`src/hw/rtl/dss_pkg.sv`:
```
// Shared types, codes and the deadline ordering function of the deadline
// spread scheduler. No dependencies; the cells, the top level and the testbench import it.
package dss_pkg;

  localparam int unsigned SLOTS_DEF   = 16;
  localparam int unsigned MAX_SLOTS   = 64;
  localparam int unsigned IDX_W       = 6;
  localparam int unsigned MAX_RESULTS = 16;

  localparam logic [2:0] CMD_CREATE   = 3'd0;
  localparam logic [2:0] CMD_RELEASE  = 3'd1;
  localparam logic [2:0] CMD_SCHEDULE = 3'd2;
  localparam logic [2:0] CMD_QUERY    = 3'd3;
  localparam logic [2:0] CMD_TICK     = 3'd4;

  localparam logic [2:0] STS_NOT_SCHEDULED = 3'd0;
  localparam logic [2:0] STS_SUPERSEDED    = 3'd4;

  localparam logic [1:0] ERR_NONE     = 2'd0;
  localparam logic [1:0] ERR_FULL     = 2'd1;
  localparam logic [1:0] ERR_NOT_USED = 2'd2;

  typedef enum logic [1:0] {
    JS_NOT_SCHEDULED = 2'd0,
    JS_PENDING       = 2'd1,
    JS_RUNNING       = 2'd2,
    JS_COMPLETE      = 2'd3
  } job_state_t;

  typedef enum logic [2:0] {
    SOP_NONE,
    SOP_CREATE,
    SOP_RELEASE,
    SOP_SCHEDULE,
    SOP_COMPLETE,
    SOP_RUN
  } slot_op_t;

  typedef struct packed {
    slot_op_t         op;
    logic [IDX_W-1:0] target;
    logic [7:0]       delay;
    logic [31:0]      tick;
  } slot_ctl_t;

  typedef struct packed {
    logic        in_use;
    logic [15:0] gen;
    job_state_t  state;
    logic [7:0]  delay;
    logic [31:0] since;
  } slot_view_t;

  typedef struct packed {
    logic             valid;
    logic [31:0]      deadline;
    logic [31:0]      since;
    logic [IDX_W-1:0] slot;
  } sort_ent_t;

  typedef enum logic [1:0] {
    SRT_HOLD,
    SRT_CLEAR,
    SRT_INSERT,
    SRT_SHIFT
  } sort_op_t;

  typedef struct packed {
    sort_op_t  op;
    sort_ent_t key;
  } sort_ctl_t;

  // True when job a must start ahead of job b.
  function automatic logic key_before(sort_ent_t a, sort_ent_t b);
    logic r;
    if (a.deadline != b.deadline) begin
      r = a.deadline < b.deadline;
    end else if (a.since != b.since) begin
      r = a.since < b.since;
    end else begin
      r = a.slot < b.slot;
    end
    return r;
  endfunction

endpackage

```
`src/hw/rtl/dss_sort_cell.sv`:
```
// One place of the insertion sort chain that orders pending jobs by
// deadline, pending tick and slot. Depends on dss_pkg.
module dss_sort_cell (
  input  logic               clk,
  input  logic               rst_n,
  input  dss_pkg::sort_ctl_t ctl,
  input  dss_pkg::sort_ent_t prev_ent,
  input  logic               prev_lt,
  input  dss_pkg::sort_ent_t next_ent,
  output dss_pkg::sort_ent_t ent,
  output logic               lt
);
  import dss_pkg::*;

  sort_ent_t ent_r;

  // The chain is sorted, so lt is false up to the insertion point and true after it.
  assign lt  = !ent_r.valid || key_before(ctl.key, ent_r);
  assign ent = ent_r;

  always_ff @(posedge clk) begin
    if (!rst_n) begin
      ent_r <= '0;
    end else begin
      unique case (ctl.op)
        SRT_CLEAR:  ent_r <= '0;
        SRT_INSERT: if (lt) begin
          ent_r <= prev_lt ? prev_ent : ctl.key;
        end
        SRT_SHIFT:  ent_r <= next_ent;
        default:    ;
      endcase
    end
  end
endmodule

```
`config.mk`:
```
export PLATFORM = sky130hd
export DESIGN_NAME = dss_sort_cell
export DESIGN_NICKNAME = d
export VERILOG_FILES = /design/src/hw/rtl/dss_pkg.sv /design/src/hw/rtl/dss_sort_cell.sv
export SDC_FILE = /design/constraint.sdc
export NUM_CORES = 1
export LEC_CHECK = 0
export BUFFER_PORTS_ARGS = -buffer_cell sky130_fd_sc_hd__buf_2
export CAP_MARGIN = 20
export CORE_MARGIN = 8
export CORE_UTILIZATION = 40
export CTS_BUF_LIST = sky130_fd_sc_hd__clkbuf_4
export DETAILED_ROUTE_END_ITERATION = 8
export GPL_TIMING_DRIVEN = 0
export PLACE_DENSITY = 0.83
export SYNTH_ARGS = -nofsm -noshare
export SYNTH_HDL_FRONTEND = slang
export SYNTH_SLANG_ARGS = --single-unit
```
`constraint.sdc`:
```
create_clock -name clk -period 3.78 [get_ports clk]
set_clock_uncertainty 0.05 [all_clocks]
set_input_delay 0.756 -clock clk [delete_from_list [all_inputs] [get_ports clk]]
set_output_delay 0.756 -clock clk [all_outputs]
set_load 0.02 [all_outputs]
```
==> results of run 1 <==
==> logic make-up after synthesis <==
family | Yosys count | share of synthesized area, %
DFF | 71 | 25.34
and+or+nand+nor | 107 | 9.146
muxes | 69 | 12.98
buffers and inverters | 112 | 8.342
adders and majority gates | 69 | 15.39
AOI/OAI and AO/OA | 202 | 28.80
==> critical path: cells and delay by family (launching register included) <==
kind | cells | cell delay (ns)
compound gates | 3 | 0.94
fa+ha+maj | 1 | 0.31
buf+inv | 2 | 0.25
flops | 1 | 0.43
simple gates | 4 | 0.44
==> stage by stage <==
step / utilization (%) / power (µW) / worst slack, ns / instances / setup TNS (ns)
2_1_floorplan: - / 1242 / 0.3826 / 630 / 0
3_3_place_gp: 52.75 / 1512 / -0.2170 / 1096 / -1.234
3_5_place_dp: 52.75 / 1532 / -0.2460 / 1096 / -1.660
4_1_cts: 53.71 / 1966 / 0.03146 / 1113 / 0
5_1_grt: 53.80 / 2081 / 0.005051 / 1116 / 0
6_report: 53.80 / 1950 / 0.1606 / 1116 / 0
==> cell type report <==
type	instances	share of cell area, %
Timing Repair Buffer	288	19.52
Clock inverter	5	0.3377
Antenna cell	2	0.06754
Multi-Input combinational cell	447	50.42
Buffer	39	2.617
Sequential cell	71	19.18
Clock buffer	11	1.114
Inverter	73	3.698
Tap cell	180	3.040
==> final timing paths <==
check	to	cells past startpoint
worst max-delay path	lt	10
worst min-delay path	ent[1]	1
worst max register to register	ent[65]	10
worst min register to register	ent[1]	1
==> placed cells by master (no fill, tap or decap), types with 6 or more instances in the layout <==
cell type,Yosys,layout
nand4_1,13,13
clkbuf_4,0,11
inv_1,73,73
nand3_1,12,12
nand2_1,18,18
o2bb2ai_2,20,20
nor2_1,45,45
mux2_2,30,30
buf_2,2,288
o2bb2ai_1,48,48
mux2i_1,39,39
a21oi_1,66,66
o21ai_0,12,12
a22oi_1,31,31
buf_6,6,6
ha_1,69,69
clkbuf_1,27,27
dfxtp_1,71,71
==> synthesized netlist by cell type (all sizes together) <==
library cell / number / share of area [%]
and4: 2 / 0.31
a21oi: 66 / 5.9
a21o: 5 / 0.67
nand2b: 4 / 0.45
nor4: 2 / 0.45
a31oi: 1 / 0.11
a211oi: 3 / 0.49
and3: 1 / 0.11
mux2: 30 / 6.0
o41ai: 1 / 0.49
or4: 1 / 0.13
a221o: 2 / 0.36
nor2: 45 / 3.0
a211o: 1 / 0.16
o211a: 1 / 0.18
nand3: 12 / 1.1
dfxtp: 71 / 25
nor2b: 3 / 0.33
a22oi: 31 / 4.1
nand4: 13 / 1.4
clkbuf: 27 / 1.8
or3: 2 / 0.22
ha: 69 / 15
o2bb2ai: 68 / 13
nand2: 18 / 1.2
nor3b: 1 / 0.13
inv: 73 / 4.9
buf: 12 / 1.7
o311ai: 3 / 0.78
o21ai: 12 / 1.1
mux2i: 39 / 7.0
a221oi: 2 / 0.62
nor3: 3 / 0.27
o31ai: 1 / 0.13
o211ai: 2 / 0.27
a2111oi: 2 / 0.42
o2111ai: 1 / 0.16
==> where the power goes <==
group	switching [µW]	total [µW]	leakage, µW	internal [µW]
Clock	287	431	0.0000617	144
Sequential	37.5	829	0.000582	792
Combinational	388	690	0.00285	302
Total	713	1950	0.00349	1240
==> layer usage <==
metal | routed length [µm] | vias to the layer above
met5 | 22 | -
met4 | 600 | 4
met3 | 1644 | 41
met2 | 10830 | 254
met1 | 8634 | 2775
li1 | - | 2937
==> what timing repair did <==
action	CTS	global route
buffers inserted	1	1
resized for setup	2	0
pin swaps	1	3
setup endpoints to repair	1	1
cloned	0	0
==> impl_metrics.csv, run 1 <==
group,metric,value,unit
timing,timing.fmax,0.2763,GHz
timing,period_share,95.75,%
global_route,grt_pass1_wl,33240,µm
timing,final_hold_viol_count,0,
global_route,grtUsageMet2,41.26,%
routing,ant_nets,0,
worst_setup_path,critPathCaptureType,"primary output",
synth,netlist_area,5609,µm²
floorplan,coreArea,13770,µm²
synth,syn_nets,917,
floorplan,die_w,134.4,µm
finish,n_fill_cell,1333,
clock_network,clock-sinks,71,
finish,final_nets,1216,
floorplan,die_y,134.4,µm
timing,holdWs,0.4398,ns
finish,syn_to_final_growth,32.10,%
finish,seqCellArea,1421,µm²
clock_network,cts_tree,"yes",
synth,seq_area_frac_synth,25.34,%
clock_network,htreeDepth,3,
clock_network,cts_root_buf,"clkbuf_4",
finish,finalInstanceArea,7410,µm²
synth,yosysWarnings,0,
placed_design,gp_congestion,0.8685,
timing,period_needed,3.619,ns
worst_setup_path,crit_path_max_fanout,4,
placed_design,place_area,7266,µm²
global_route,grt-busiest-layer,"met2",
worst_setup_path,crit_path_start_kind,"flip-flop",
floorplan,num_io_pins,290,
clock_network,worst_skew_pair.late_latency,0.44,ns
synth,ys_types,44,
timing,setup_violations,0,
timing,tightestPinTransition,0.8783,ns
clock_network,numCtsBuffers,9,
global_route,grt_usage,23.47,%
min_path,min-delay-path-class,"flip-flop to flip-flop",
floorplan,dieArea,18070,µm²
timing,rsz0062_at_grt,"false",
clock_network,clkTransAtPathRegs,0.12,ns
worst_setup_path,worstSetupPathType,"flip-flop to primary output",
power_and_ir_drop,leakage,0.003493,µW
min_path,worst_hold_startpoint,"ent[1]",
worst_setup_path,r2r-start,"ent[21]",
clock_network,cts_buffer_depth,2,
power_and_ir_drop,ir_drop,0.0001848,V
global_route,antenna_found_initial,3,
synth,avgSynthCellArea,8.903,µm²
finish,largest_reg_flops,71,
timing,maxSlewHeadroom,41.45,%
routing,first_pass_iters,5,
finish,final_layout_size_suffix_gt1_share,39.29,%
routing,drt_wl_total,21730,µm
worst_setup_path,max_stage_delay,0.43,ns
worst_setup_path,arrival,2.81,ns
synth,synthCells,630,
worst_setup_path,cp.required,2.97,ns
worst_setup_path,crit_chain,"inv_1 -> ha_1 -> nand4_1 -> nor4_4 -> a221o_1 -> a211o_1 -> a221oi_4 -> nor2_1 -> nand2_1 -> buf_2",
synth,ys_ff_latch,71,
global_route,grtUsageMet1,26.18,%
job,drv_cap,0,
routing,viasPerCell,5.386,
global_route,globalRoute.totalOverflow,0,
timing,final-max-slew-violation-count,0,
global_route,grt_use_met3,6.245,%
placed_design,hpwl,18180,µm
power_and_ir_drop,powerDensity,263.2,nW/µm²
placed_design,io_buffers,286,
routing,drcViolationCount,0,
routing,drt_iter0_drc,239,
worst_setup_path,crit_start,"ent[21]",
floorplan,start_util,40.72,%
routing,wl_per_cell,19.47,µm
global_route,grt_pass1_vias,6372,
global_route,grt_max_degree,12,
worst_setup_path,crit_slowest_cell,"dfxtp_1",
clock_network,cts_hold_buf,0,
worst_setup_path,r2r_slack,0.41,ns
finish,multiInputGateArea,3736,µm²
run_status,run_status,"finished, final reports clean",
routing,via_count,6011,
floorplan,rows,43,
(Power assumes the default switching activity.)
==> inputs of run 2 (changes only) <==
==> constraint.sdc (replaced) <==
create_clock -name clk -period 4.2 [get_ports clk]
set_clock_uncertainty 0.05 [all_clocks]
set_input_delay 0.84 -clock clk [delete_from_list [all_inputs] [get_ports clk]]
set_output_delay 0.84 -clock clk [all_outputs]
set_load 0.02 [all_outputs]
==> run 2 against run 1 <==
  * Critical path depth fell by 1
  * First-iteration DRC count grew 4.2%
  * Global-route usage hardly changed
  * Clock power decreased by 10%
  * Power down 10%
  * Die area stayed put
  * Wire length shrank 0.13%
  * Combinational power shrank 11%
  * Highest routed layer unchanged
==> impl_metrics.csv, run 2 (synthesis gave the netlist of run 1 again) <==
group,metric,value,unit
run_status,run_status,"finished, final reports clean",
clock_network,clkTransAtPathRegs,0.13,ns
timing,timing.fmax,0.2488,GHz
floorplan,die_w,134.4,µm
power_and_ir_drop,ir_drop,0.0001664,V
power_and_ir_drop,powerDensity,237.0,nW/µm²
timing,setup_slack,0.1808,ns
clock_network,worst_skew_pair.late_latency,0.44,ns
worst_setup_path,arrival,3.13,ns
floorplan,dieArea,18070,µm²
worst_setup_path,max_stage_delay,0.55,ns
finish,final_layout_size_suffix_gt1_share,39.16,%
clock_network,post_cts_resized,1,
floorplan,coreArea,13770,µm²
worst_setup_path,crit_buf_inv,2,
clock_network,numCtsBuffers,9,
clock_network,cts_tree,"yes",
timing,setup_violations,0,
finish,final_common_cell,"buf_2",
routing,ant_nets,0,
finish,final_cell_mix,"288 x buf_2, 73 x inv_1, 71 x dfxtp_1, 69 x ha_1, 66 x a21oi_1",
timing,rsz0062_at_grt,"false",
finish,largest_reg_flops,71,
finish,n_fill_cell,1332,
global_route,grt_pass1_wl,33200,µm
placed_design,gp_congestion,0.8685,
power_and_ir_drop,p_sw,640.1,µW
power_and_ir_drop,leakage,0.003482,µW
placed_design,hpwl,18180,µm
worst_setup_path,crit_slowest_cell,"a221oi_4",
worst_setup_path,crit_path_start_kind,"input port",
clock_network,htreeDepth,3,
clock_network,cts_buffer_depth,2,
power_and_ir_drop,power_frac_seq,42.6,%
floorplan,num_io_pins,290,
routing,drt_iter0_drc,249,
global_route,grt_max_degree,12,
routing,drcViolationCount,0,
timing,period_share,95.70,%
routing,viasPerCell,5.404,
worst_setup_path,crit_family,"simple AND/OR/NAND/NOR gates",
floorplan,die_y,134.4,µm
global_route,grt_usage,23.45,%
min_path,min-delay-path-class,"flip-flop to flip-flop",
worst_setup_path,worstSetupPathType,"input port to primary output",
power_and_ir_drop,swShare,36.55,%
timing,tightestPinTransition,0.8911,ns
power_and_ir_drop,p_int,1111,µW
finish,final_nets,1214,
floorplan,rows,43,
job,drv_cap,0,
timing,final_hold_viol_count,0,
routing,via_count,6025,
routing,drt_wl_total,21700,µm
worst_setup_path,critPathCaptureType,"primary output",
clock_network,cts_root_buf,"clkbuf_4",
timing,maxSlewHeadroom,40.59,%
power_and_ir_drop,p_comb_share,35.2,%
clock_network,postCtsSetupBuffers,0,
global_route,globalRoute.totalOverflow,0,
worst_setup_path,crit_chain,"buf_2 -> ha_1 -> nand4_1 -> nor4_4 -> nand4_1 -> a221oi_4 -> nor2_1 -> nand2_1 -> buf_2",
timing,final-max-slew-violation-count,0,
routing,first_pass_iters,5,
routing,wl_per_cell,19.46,µm
power_and_ir_drop,pwr-share-clk,22.2,%
global_route,antenna_found_initial,3,
floorplan,start_util,40.72,%
worst_setup_path,crit_path_max_fanout,7,
finish,syn_to_final_growth,31.74,%
global_route,grt_pass1_vias,6363,
placed_design,place_ws,0.006003,ns
placed_design,io_buffers,286,
worst_setup_path,cp.required,3.31,ns
clock_network,clock-sinks,71,
timing,setup_tns,0,ns
clock_network,cts_hold_buf,0,
timing,period_needed,4.019,ns
==> run 2: changes by cell type in the layout (fill, tap and decap cells not counted) <==
cell,before,now
a211oi_4,1,0
buf_4,2,0
diode_2,2,3
a211oi_2,0,1
==> run 2: stage by stage <==
step                      instance area (µm²)  util [%]  total power (µW)  hold WS [ns]  std cells
after detailed placement                 7266     52.75              1379        0.4171       1096
after global placement                   7266     52.75              1361        0.4145       1096
after CTS                                7382     53.60              1768        0.4407       1112
after floorplan                          5609         -              1118        0.5044        630
final                                    7390     53.65              1751        0.4398       1115
after global routing                     7387     53.63              1869        0.4518       1114
==> run 2: final cells by class <==
type | instances | area (µm²) | area share (%)
Sequential cell | 71 | 1421 | 19.23
Timing Repair Buffer | 286 | 1431 | 19.37
Buffer | 39 | 193.9 | 2.624
Clock inverter | 5 | 25.02 | 0.3386
Multi-Input combinational cell | 447 | 3729 | 50.46
Inverter | 73 | 274.0 | 3.708
Clock buffer | 11 | 82.58 | 1.118
Antenna cell | 3 | 7.507 | 0.1016
Tap cell | 180 | 225.2 | 3.048
==> run 2: worst paths after layout <==
check | slack [ns] | cells after the start | startpoint | to
max | 0.18 | 9 | ctl[21] | lt
min reg2reg | 0.44 | 1 | ent[39] | ent[39]
max reg2reg | 0.93 | 9 | ent[21] | ent[65]
min | 0.44 | 1 | ent[39] | ent[39]
==> run 2: power by group through the flow <==
stage	sequential (µW)	combinational, µW	clock [µW]
2_1_floorplan	803	315	0
3_3_place_gp	759	602	0
3_5_place_dp	761	618	0
4_1_cts	746	622	401
5_1_grt	752	683	434
6_report	746	617	388
==> run 2: worst register-to-register path, cell delays in order, from the launching register on <==
cell       delay, ns
dfxtp_1         0.41
inv_1           0.06
ha_1            0.31
nand4_1         0.26
a2111oi_0       0.55
or4_1           0.29
a221oi_4        0.14
o41ai_4         0.47
clkbuf_1        0.47
o2bb2ai_1       0.18
==> run 2: layer usage <==
metal  vias up  part of all wire [%]  wire length [µm]  track usage, %
met5         -                  0.10                22               0
met3        41                   7.8              1694           6.245
li1       2939                     -                 -               -
met4         4                   2.8               600           9.732
met1      2783                    40              8579           26.16
met2       258                    50             10800           41.21
