===== src/hw/rtl/dss_pkg.sv =====
// Shared types, codes and the deadline ordering function of the deadline
// spread scheduler. No dependencies; the cells, the top level and the testbench import it.
package dss_pkg;

  localparam int unsigned SLOTS_DEF   = 16;
  localparam int unsigned MAX_SLOTS   = 64;
  localparam int unsigned IDX_W       = 6;
  localparam int unsigned MAX_RESULTS = 16;

  localparam logic [2:0] CMD_CREATE   = 3'd0;
  localparam logic [2:0] CMD_RELEASE  = 3'd1;
  localparam logic [2:0] CMD_SCHEDULE = 3'd2;
  localparam logic [2:0] CMD_QUERY    = 3'd3;
  localparam logic [2:0] CMD_TICK     = 3'd4;

  localparam logic [2:0] STS_NOT_SCHEDULED = 3'd0;
  localparam logic [2:0] STS_SUPERSEDED    = 3'd4;

  localparam logic [1:0] ERR_NONE     = 2'd0;
  localparam logic [1:0] ERR_FULL     = 2'd1;
  localparam logic [1:0] ERR_NOT_USED = 2'd2;

  typedef enum logic [1:0] {
    JS_NOT_SCHEDULED = 2'd0,
    JS_PENDING       = 2'd1,
    JS_RUNNING       = 2'd2,
    JS_COMPLETE      = 2'd3
  } job_state_t;

  typedef enum logic [2:0] {
    SOP_NONE,
    SOP_CREATE,
    SOP_RELEASE,
    SOP_SCHEDULE,
    SOP_COMPLETE,
    SOP_RUN
  } slot_op_t;

  typedef struct packed {
    slot_op_t         op;
    logic [IDX_W-1:0] target;
    logic [7:0]       delay;
    logic [31:0]      tick;
  } slot_ctl_t;

  typedef struct packed {
    logic        in_use;
    logic [15:0] gen;
    job_state_t  state;
    logic [7:0]  delay;
    logic [31:0] since;
  } slot_view_t;

  typedef struct packed {
    logic             valid;
    logic [31:0]      deadline;
    logic [31:0]      since;
    logic [IDX_W-1:0] slot;
  } sort_ent_t;

  typedef enum logic [1:0] {
    SRT_HOLD,
    SRT_CLEAR,
    SRT_INSERT,
    SRT_SHIFT
  } sort_op_t;

  typedef struct packed {
    sort_op_t  op;
    sort_ent_t key;
  } sort_ctl_t;

  // True when job a must start ahead of job b.
  function automatic logic key_before(sort_ent_t a, sort_ent_t b);
    logic r;
    if (a.deadline != b.deadline) begin
      r = a.deadline < b.deadline;
    end else if (a.since != b.since) begin
      r = a.since < b.since;
    end else begin
      r = a.slot < b.slot;
    end
    return r;
  endfunction

endpackage


===== src/hw/rtl/dss_slot_cell.sv =====
// One job slot of the scheduler table: use flag, generation, job state,
// delay and pending tick. Depends on dss_pkg.
module dss_slot_cell #(
  parameter int unsigned IDX = 0
) (
  input  logic               clk,
  input  logic               rst_n,
  input  dss_pkg::slot_ctl_t ctl,
  output dss_pkg::slot_view_t view
);
  import dss_pkg::*;

  logic        in_use_r;
  logic [15:0] gen_r;
  job_state_t  state_r;
  logic [7:0]  delay_r;
  logic [31:0] since_r;
  logic        hit;

  assign hit = (ctl.target == IDX_W'(IDX));

  always_ff @(posedge clk) begin
    if (!rst_n) begin
      in_use_r <= 1'b0;
      gen_r    <= '0;
      state_r  <= JS_NOT_SCHEDULED;
    end else begin
      unique case (ctl.op)
        SOP_CREATE: if (hit) begin
          in_use_r <= 1'b1;
          state_r  <= JS_NOT_SCHEDULED;
        end
        SOP_RELEASE: if (hit) begin
          in_use_r <= 1'b0;
          gen_r    <= gen_r + 16'd1;
          state_r  <= JS_NOT_SCHEDULED;
        end
        SOP_SCHEDULE: if (hit) begin
          gen_r   <= gen_r + 16'd1;
          state_r <= JS_PENDING;
        end
        SOP_COMPLETE: if (in_use_r && state_r == JS_RUNNING) begin
          state_r <= JS_COMPLETE;
        end
        SOP_RUN: if (hit) begin
          state_r <= JS_RUNNING;
        end
        default: ;
      endcase
    end
  end

  always_ff @(posedge clk) begin
    if (hit && ctl.op == SOP_CREATE) begin
      delay_r <= (ctl.delay == 8'd0) ? 8'd1 : ctl.delay;
    end
    if (hit && ctl.op == SOP_SCHEDULE) begin
      since_r <= ctl.tick;
    end
  end

  assign view = '{in_use: in_use_r, gen: gen_r, state: state_r,
                  delay: delay_r, since: since_r};
endmodule


===== config.mk =====
export PLATFORM = sky130hd
export DESIGN_NAME = dss_slot_cell
export DESIGN_NICKNAME = d
export VERILOG_FILES = /design/src/hw/rtl/dss_pkg.sv /design/src/hw/rtl/dss_slot_cell.sv
export SDC_FILE = /design/constraint.sdc
export NUM_CORES = 1
export LEC_CHECK = 0
export ABC_CLOCK_PERIOD_IN_PS = 2300
export BUFFER_PORTS_ARGS = -buffer_cell sky130_fd_sc_hd__buf_2
export CAP_MARGIN = 0
export CORE_ASPECT_RATIO = 1.4
export CORE_UTILIZATION = 48
export CTS_BUF_LIST = sky130_fd_sc_hd__clkbuf_2 sky130_fd_sc_hd__clkbuf_4 sky130_fd_sc_hd__clkbuf_8
export CTS_CLUSTER_DIAMETER = 100
export DETAILED_ROUTE_END_ITERATION = 12
export GPL_TIMING_DRIVEN = 0
export PLACE_DENSITY_LB_ADDON = 0.12
export RECOVER_POWER = 50
export SETUP_SLACK_MARGIN = 0.5
export SLEW_MARGIN = 15
export SYNTH_ARGS = -nofsm -noshare
export SYNTH_HDL_FRONTEND = slang
export SYNTH_SLANG_ARGS = --single-unit

===== constraint.sdc =====
create_clock -name clk -period 2.3 [get_ports clk]
set_input_delay 0.345 -clock clk [delete_from_list [all_inputs] [get_ports clk]]
set_output_delay 0.345 -clock clk [all_outputs]
set_load 0.02 [all_outputs]

==> results.yml, run 1 <==
worst_setup_path:
  worstPathRequired_ns: 2.55
  worstPathArrival_ns: 1.92
  worstPathMaxFanout: 8
  r2r_slack_ns: 0.67
  end_kind: "flip-flop"
  critPathLaunchType: "input port"
  path_class: "in -> reg"
timing:
  finalSetupViolCount: 0
  finClkSkew_ns: 0.00731
  relSlewSlack_pct: 71.0
  rsz0062_at_grt: "false"
  tightest_slew_ns: 0.434
  hold_ws_ns: 0.199
  report.final.slew_viol_count: 0
  finalWorstSetupSlack_ns: 0.629
  fmax_ghz: 0.598
  min_period_ns: 1.67
  hold_violations: 0
  post-route-period-util_pct: 72.7
  fin_setup_tns_ns: 0
layout:
  utilization_pct: 68.9
  ff_latch_area_mm2: 0.00158
  multiInputGateArea_um2: 717
  drive_gt1_share_pct: 33.4
  fillCellCount: 412
  fin_nets: 343
  antenna_cells: 0
  area_delta_synth_final_pct: 35.5
power:
  peakVddDrop_mv: 0.535
  leakage_nw: 1.23
  clkPwrFrac_pct: 47.2
  power.density_mw_per_mm2: 736
  finalPower_w: 0.00234
  p_switching_w: 0.000437
  power_frac_comb_pct: 4.1
  switching_share_pct: 18.7
  p_seq_share_pct: 48.6
  internal_power_w: 0.00190
global_route:
  met3_usage_pct: 6.93
  grt_use_total_pct: 18.9
  grt_overflow_total: 0
  grt_max_degree: 33
  met1_usage_pct: 19.7
  use_met2_pct: 32.7
  grt_pass1_wl_um: 7110
  antenna_found_initial: 0
  grt_busiest_layer: "met2"
  grt_pass1_vias: 1603
yosys:
  yosys_warnings: 0
  yosysSeqAreaShare_pct: 67.4
  yosysUniqueCellTypes: 41
  async_reset_ff_share_pct: 0
  synth-seq-cells: 59
  synth_nets: 223
  synth_most_common_cell: "edfxtp_1"
  synthTopCellsByArea: "edfxtp_1, dfxtp_1, nor4_4, a21boi_1, nand2_1"
  avgSynthCellArea_um2: 13.7
  ys.flop_type: "edfxtp_1"
  synth_top_area_cell: "edfxtp_1"
  synth_area_mm2: 0.00234
  synth_top_area_share_pct: 51.2
  synth_common_cells: "edfxtp_1, dfxtp_1, nand2_1"
  syn_inst: 171
  synth_edf_count: 40
floorplan:
  die_w_um: 61.1
  die_area_mm2: 0.00517
  initial_utilization_pct: 50.9
  die_y_um: 84.7
  core-area_mm2: 0.00461
  io_pins: 110
  rows: 29
detailed_routing:
  firstDrtPassIters: 4
  ant_nets: 0
  wl_per_cell_um: 13.0
  wl_um: 4640
  viasPerCell: 4.95
  via_count: 1773
  drcViolationCount: 0
  drt_iter0_markers: 73
clocking:
  hold_buffers: 0
  clkSinkCount: 59
  insertion_delay_ns: 0.32
  clock_path_buffers: 2
  cts-root-buf: "clkbuf_8"
  cts_max_level: 3
  cts_buffers: 9
  cts_tree: "yes"
  clk_pin_slew_ns: 0.07
placement:
  portBuffers: 108
  dp_slack_ns: 0.141
  hpwl_um: 3380
  gp_congestion: 0.747
run_status:
  status: "completed"
run:
  maxCapViolations: 0
worst_hold_path:
  hold_class: "in -> reg"
-- path summary, 6_finish.rpt --
| path | endpoint | start | depth (start not counted) |
|---|---|---|---|
| setup / recovery | gen_r[12] | ctl[47] | 5 |
| hold / removal | since_r[26] | ctl[26] | 1 |
| setup reg to reg | gen_r[12] | gen_r[1] | 5 |
| hold reg to reg | gen_r[15] | gen_r[15] | 2 |
-- state kept, by name (all words and copies together), names as in the netlist --
register,flops
state_r,2
in_use_r,1
delay_r,8
since_r,32
gen_r,16
-- area by class of cell --
class                   instances  area share, %
multi-input cells              98           22.6
clock inverters                 7           3.62
inverters                       2          0.236
clock buffers                   9           3.90
plain buffers                  12           1.81
well taps                      62           2.44
flip-flops and latches         59           49.8
repair buffers                109           15.6
-- what timing repair did --
item,CTS,global route
pin swaps,0,1
buffers inserted,0,1
gates resized for setup,1,3
setup endpoints to repair,12,10
-- logic make-up (layout without fill, tap and decap cells) --
family          after synthesis  count (layout)  share of synthesized area [%]
flops                        59              59                           67.4
mux                           1               1                          0.427
compound gates               26              26                           7.15
xor+xnor                      7               7                           2.61
fa+ha+maj                     1               1                          0.534
simple gates                 63              63                           19.0
buf+inv                      14             139                           2.77
-- layer usage --
metal / vias to the layer above / routed length, µm
met4: 0 / 71
met1: 817 / 1740
li1: 880 / -
met5: - / 0
met2: 69 / 2480
met3: 7 / 351
-- per-stage QoR --
| stage | cell area [µm²] | std cells |
|---|---|---|
| floorplan | 2350 | 171 |
| global placement | 2970 | 341 |
| detailed placement | 2970 | 341 |
| CTS | 3210 | 357 |
| global route | 3180 | 358 |
| finish | 3180 | 358 |
-- power groups by stage --
stage / combinational [W] / sequential, W / clock [W]
after CTS: 0.0000985 / 0.00114 / 0.00114
final: 0.0000968 / 0.00114 / 0.00110
after detailed placement: 0.0000977 / 0.00116 / 0
after global routing: 0.000107 / 0.00114 / 0.00117
after global placement: 0.0000944 / 0.00116 / 0
after floorplan: 0.0000332 / 0.00116 / 0
-- cell usage in the layout (no fill, tap or decap), drive strengths merged, types with 2 or more instances in the layout --
master   n
buf     70
clkbuf  60
edfxtp  40
dfxtp   19
nand2   14
o21ai    9
nand3    8
a21boi   8
or3      7
xnor2    6
nor3     6
and2     4
nor4     4
nand4    4
a21oi    3
and4     3
nor2b    3
bufinv   3
inv      3
nand2b   2
and3     2
clkinv   2
-- worst max-delay path, cell delays in order --
cell	delay [ns]
clkbuf_1	0.31
nor4b_4	0.45
nand4_2	0.27
or3_1	0.40
a21boi_1	0.14
Power figures use the tool's default switching activity.
==> run 2: changes to the inputs <==
--- a/config.mk
+++ b/config.mk
@@ -5,7 +5,7 @@
 export SDC_FILE = /design/constraint.sdc
 export NUM_CORES = 1
 export LEC_CHECK = 0
-export ABC_CLOCK_PERIOD_IN_PS = 2300
+export ABC_CLOCK_PERIOD_IN_PS = 1600
 export BUFFER_PORTS_ARGS = -buffer_cell sky130_fd_sc_hd__buf_2
 export CAP_MARGIN = 0
 export CORE_ASPECT_RATIO = 1.4
==> constraint.sdc (replaced) <==
create_clock -name clk -period 1.6 [get_ports clk]
set_input_delay 0.24 -clock clk [delete_from_list [all_inputs] [get_ports clk]]
set_output_delay 0.24 -clock clk [all_outputs]
set_load 0.02 [all_outputs]
==> run 2 against run 1 <==
Net effect: die area unchanged; clock skew fell by 0.0026 ns; non-clock buffer count increased by 22; via count rose by 12%; critical path type unchanged.
==> results.yml, run 2 (synthesis gave the netlist of run 1 again) <==
run_status:
  status: "completed"
power:
  leakage_nw: 1.51
  switching_share_pct: 20.2
  peakVddDrop_mv: 0.662
  clkPwrFrac_pct: 48.4
  p_switching_w: 0.000709
  power.density_mw_per_mm2: 943
  power_frac_comb_pct: 5.3
  p_seq_share_pct: 46.3
  internal_power_w: 0.00280
placement:
  gp_congestion: 0.817
  hpwl_um: 3650
  dpl-instance-area_mm2: 0.00303
  portBuffers: 108
timing:
  hold_violations: 0
  fmax_ghz: 0.716
  finClkSkew_ns: 0.00471
  hold_ws_ns: 0.0720
  rsz0062_at_grt: "true"
  finalSetupViolCount: 0
  relSlewSlack_pct: 70.2
  tightest_slew_ns: 0.447
  post-route-period-util_pct: 87.3
  min_period_ns: 1.40
  report.final.slew_viol_count: 0
floorplan:
  die_area_mm2: 0.00517
  die_y_um: 84.7
  core-area_mm2: 0.00461
  rows: 29
  initial_utilization_pct: 50.9
  die_w_um: 61.1
  io_pins: 110
detailed_routing:
  wl_per_cell_um: 17.7
  drcViolationCount: 0
  firstDrtPassIters: 4
  ant_nets: 0
  viasPerCell: 5.23
  via_count: 1992
  wl_um: 6740
  drt_iter0_markers: 60
clocking:
  cts-root-buf: "clkbuf_8"
  cts_tree: "yes"
  clk_pin_slew_ns: 0.07
  insertion_delay_ns: 0.33
  clkSinkCount: 59
  cts_buffers: 9
  hold_buffers: 0
  clock_path_buffers: 2
  cts_max_level: 3
layout:
  layout_commonest_cell: "buf_2"
  fillCellCount: 300
  top_register: "since_r"
  largest_register_ff_count: 32
  multiInputGateArea_um2: 795
  ff_latch_area_mm2: 0.00161
  stdcell_area_mm2: 0.00372
  antenna_cells: 0
  area_delta_synth_final_pct: 58.7
  fin_nets: 366
  final_cell_mix: "buf_2, edfxtp_1, clkbuf_1, buf_6, buf_4"
  reg.largest.list: "since_r: 32 flops, gen_r: 16 flops, delay_r: 8 flops"
  drive_gt1_share_pct: 47.6
global_route:
  grt_max_degree: 17
  antenna_found_initial: 0
  grt_pass1_wl_um: 8850
  grt_overflow_total: 0
  grt_use_total_pct: 24.0
  grt_pass1_vias: 1892
worst_hold_path:
  hold_class: "in -> reg"
  hp-start: "ctl[26]"
worst_setup_path:
  worstPathMaxFanout: 16
  critPathLaunchType: "input port"
  end_kind: "flip-flop"
  worstPathArrival_ns: 1.40
  worstPathRequired_ns: 1.60
  path_class: "in -> reg"
  worstReg2RegStart: "gen_r[8]"
  critPathLaunch: "ctl[42]"
run:
  maxCapViolations: 0
## run 2: repair_timing
action	CTS	global route
pin swaps	20	12
setup endpoints to repair	93	111
buffers inserted	13	10
cloned	1	0
endpoints found under the hold margin	0	0
gates resized for setup	56	82
## run 2: area by class of cell
cell class / instances / area share (%)
buffer: 12 / 1.75
clock buffer: 10 / 3.70
clock inverter: 6 / 2.99
inverter: 2 / 0.202
multi-input combinational: 99 / 21.4
sequential: 59 / 43.1
tap: 62 / 2.08
timing repair buffer: 131 / 24.8
## run 2: critical path, cell delays in order
cell and delay, ns:
buf_8 0.09, nor4_1 0.39, buf_6 0.23, and3_2 0.44
## run 2: through the flow
| step | total power (W) | setup slack [ns] | TNS, ns | util [%] | instances |
|---|---|---|---|---|---|
| 2_1_floorplan | 0.00172 | 0.0394 | 0 | - | 171 |
| 3_3_place_gp | 0.00180 | -0.361 | -14.15 | 65.7 | 341 |
| 3_5_place_dp | 0.00181 | -0.387 | -15.54 | 65.7 | 341 |
| 4_1_cts | 0.00348 | 0.223 | 0 | 77.6 | 371 |
| 5_1_grt | 0.00360 | 0.130 | 0 | 80.7 | 381 |
| 6_report | 0.00351 | 0.203 | 0 | 80.7 | 381 |
## run 2: path summary, 6_finish.rpt
check | end | slack (ns) | cells past startpoint
min reg2reg | gen_r[7] | 0.51 | 2
min | since_r[26] | 0.07 | 1
max | since_r[9] | 0.20 | 4
max reg2reg | gen_r[15] | 0.22 | 4
## run 2: layer usage
layer | up-vias | routed length, µm | GRT usage, %
met5 | - | 0 | 0
met4 | 0 | 203 | 14.9
met3 | 18 | 401 | 4.31
met2 | 84 | 3640 | 42.6
met1 | 964 | 2500 | 24.6
li1 | 926 | - | -
## run 2: power groups by stage
stage / Combinational, W / Clock, W / Sequential, W
floorplan: 0.0000507 / 0 / 0.00167
global placement: 0.000140 / 0 / 0.00166
detailed placement: 0.000145 / 0 / 0.00166
CTS: 0.000165 / 0.00169 / 0.00162
global route: 0.000199 / 0.00177 / 0.00162
finish: 0.000187 / 0.00170 / 0.00162
==> run 3: changes to the inputs <==
--- a/config.mk
+++ b/config.mk
@@ -9,14 +9,14 @@
 export BUFFER_PORTS_ARGS = -buffer_cell sky130_fd_sc_hd__buf_2
 export CAP_MARGIN = 0
 export CORE_ASPECT_RATIO = 1.4
-export CORE_UTILIZATION = 48
-export CTS_BUF_LIST = sky130_fd_sc_hd__clkbuf_2 sky130_fd_sc_hd__clkbuf_4 sky130_fd_sc_hd__clkbuf_8
+export CORE_UTILIZATION = 46
 export CTS_CLUSTER_DIAMETER = 100
 export DETAILED_ROUTE_END_ITERATION = 12
 export GPL_TIMING_DRIVEN = 0
 export PLACE_DENSITY_LB_ADDON = 0.12
 export RECOVER_POWER = 50
 export SETUP_SLACK_MARGIN = 0.5
+export SKIP_CTS_REPAIR_TIMING = 1
 export SLEW_MARGIN = 15
 export SYNTH_ARGS = -nofsm -noshare
 export SYNTH_HDL_FRONTEND = slang
==> run 3 against run 2 <==
Net effect: clock skew increased by 0.0030 ns; register-to-register slack got worse by 0.11 ns; non-clock buffer count increased by 2; largest power group is now sequential cells; largest cell class unchanged.
==> results.yml, run 3 (synthesis gave the netlist of run 1 again) <==
run_status:
  status: "completed"
detailed_routing:
  viasPerCell: 5.01
  wl_um: 5840
  drt_iter0_markers: 74
  firstDrtPassIters: 4
  drcViolationCount: 0
  wl_per_cell_um: 15.1
  ant_nets: 0
  via_count: 1940
timing:
  fmax_ghz: 0.673
  tightest_slew_ns: 0.521
  post-route-period-util_pct: 92.8
  min_period_ns: 1.49
  finClkSkew_ns: 0.00768
  hold_violations: 0
  report.final.slew_viol_count: 0
  relSlewSlack_pct: 64.9
  finalSetupViolCount: 0
  finalWorstSetupSlack_ns: 0.115
  rsz0062_at_grt: "true"
floorplan:
  initial_utilization_pct: 48.1
  die_w_um: 62.3
  core-area_mm2: 0.00488
  rows: 30
  die_y_um: 86.5
  io_pins: 110
  die_area_mm2: 0.00539
placement:
  dp_slack_ns: -0.342
  portBuffers: 108
  place_inst: 343
  gp_congestion: 0.770
  dpl-instance-area_mm2: 0.00303
  hpwl_um: 3580
clocking:
  cts-root-buf: "clkbuf_8"
  cts_tree: "yes"
  clock_path_buffers: 2
  clkSinkCount: 59
  cts_max_level: 3
  insertion_delay_ns: 0.34
  clk_pin_slew_ns: 0.07
  cts_buffers: 9
global_route:
  grt_use_total_pct: 18.7
  grt_overflow_total: 0
  grt_pass1_wl_um: 7490
  grt_max_degree: 33
  grt_pass1_vias: 1586
  antenna_found_initial: 0
worst_setup_path:
  path_class: "reg -> reg"
  end_kind: "flip-flop"
  worstPathMaxFanout: 7
  worstPathRequired_ns: 1.86
  worstPathArrival_ns: 1.75
  critPathLaunchType: "flip-flop"
layout:
  top_register: "since_r"
  largest_register_ff_count: 32
  area_delta_synth_final_pct: 54.9
  instances_no_fill: 387
  antenna_cells: 0
  drive_gt1_share_pct: 47.7
  layout_commonest_cell: "buf_2"
  reg.largest.list: "since_r: 32 flops, gen_r: 16 flops, delay_r: 8 flops"
  final_cell_mix: "buf_2, clkbuf_1, edfxtp_1, buf_4, buf_6"
  fin_nets: 370
  stdcell_area_mm2: 0.00363
power:
  leakage_nw: 1.48
  power.density_mw_per_mm2: 853
  peakVddDrop_mv: 0.811
run:
  maxCapViolations: 0
worst_hold_path:
  hold_class: "in -> reg"
run 3: changes by cell type in the layout (fill, tap and decap cells not counted), sizes merged:
cell	change
and3	+2
buf	+3
bufinv	-2
clkbuf	+1
clkinv	+2
clkinvlp	-1
inv	-1
run 3: cell type report:
| type | instances | area, µm² |
|---|---|---|
| plain buffers | 12 | 70.1 |
| clock buffers | 12 | 145 |
| clock inverters | 4 | 42.5 |
| fillers | 361 | 1250 |
| inverters | 2 | 7.51 |
| multi-input cells | 101 | 842 |
| flip-flops and latches | 59 | 1600 |
| well taps | 64 | 80.1 |
| repair buffers | 133 | 842 |
run 3: final timing paths:
kind	from	endpoint	slack [ns]	cells after the start
worst min-delay path	ctl[0]	since_r[0]	0.08	1
worst max register to register	gen_r[4]	gen_r[12]	0.11	4
worst max-delay path	gen_r[4]	gen_r[12]	0.11	4
worst min register to register	gen_r[13]	gen_r[13]	0.50	2
run 3: metrics by stage:
stage	hold WS (ns)	util (%)	total power (W)	setup TNS, ns
2_1_floorplan	0.339	-	0.00172	0
3_3_place_gp	0.417	62.1	0.00181	-11.84
3_5_place_dp	0.418	62.1	0.00181	-14.09
4_1_cts	0.0657	65.9	0.00309	0
5_1_grt	0.0667	74.4	0.00319	0
6_report	0.0788	74.4	0.00310	0
run 3: report_power, final:
group          switching, W  internal [W]  leakage, nW
clock              0.000535      0.000749       0.0954
combinational     0.0000874     0.0000976        0.863
sequential       0.00000537       0.00162        0.518
total              0.000628       0.00247         1.48
run 3: critical path: stages, from the launching register on:
cell and delay, ns:
dfxtp_1 0.44, and4_4 0.31, nand4_4 0.15, or3_1 0.39, a21boi_1 0.12
run 3: metal layers:
metal  wire (µm)  up-vias  track usage (%)
met5           0        -                0
met4         108        0             10.1
met3         300       10             5.13
met2        3120       70             32.0
met1        2300      923             21.4
li1            -      937                -
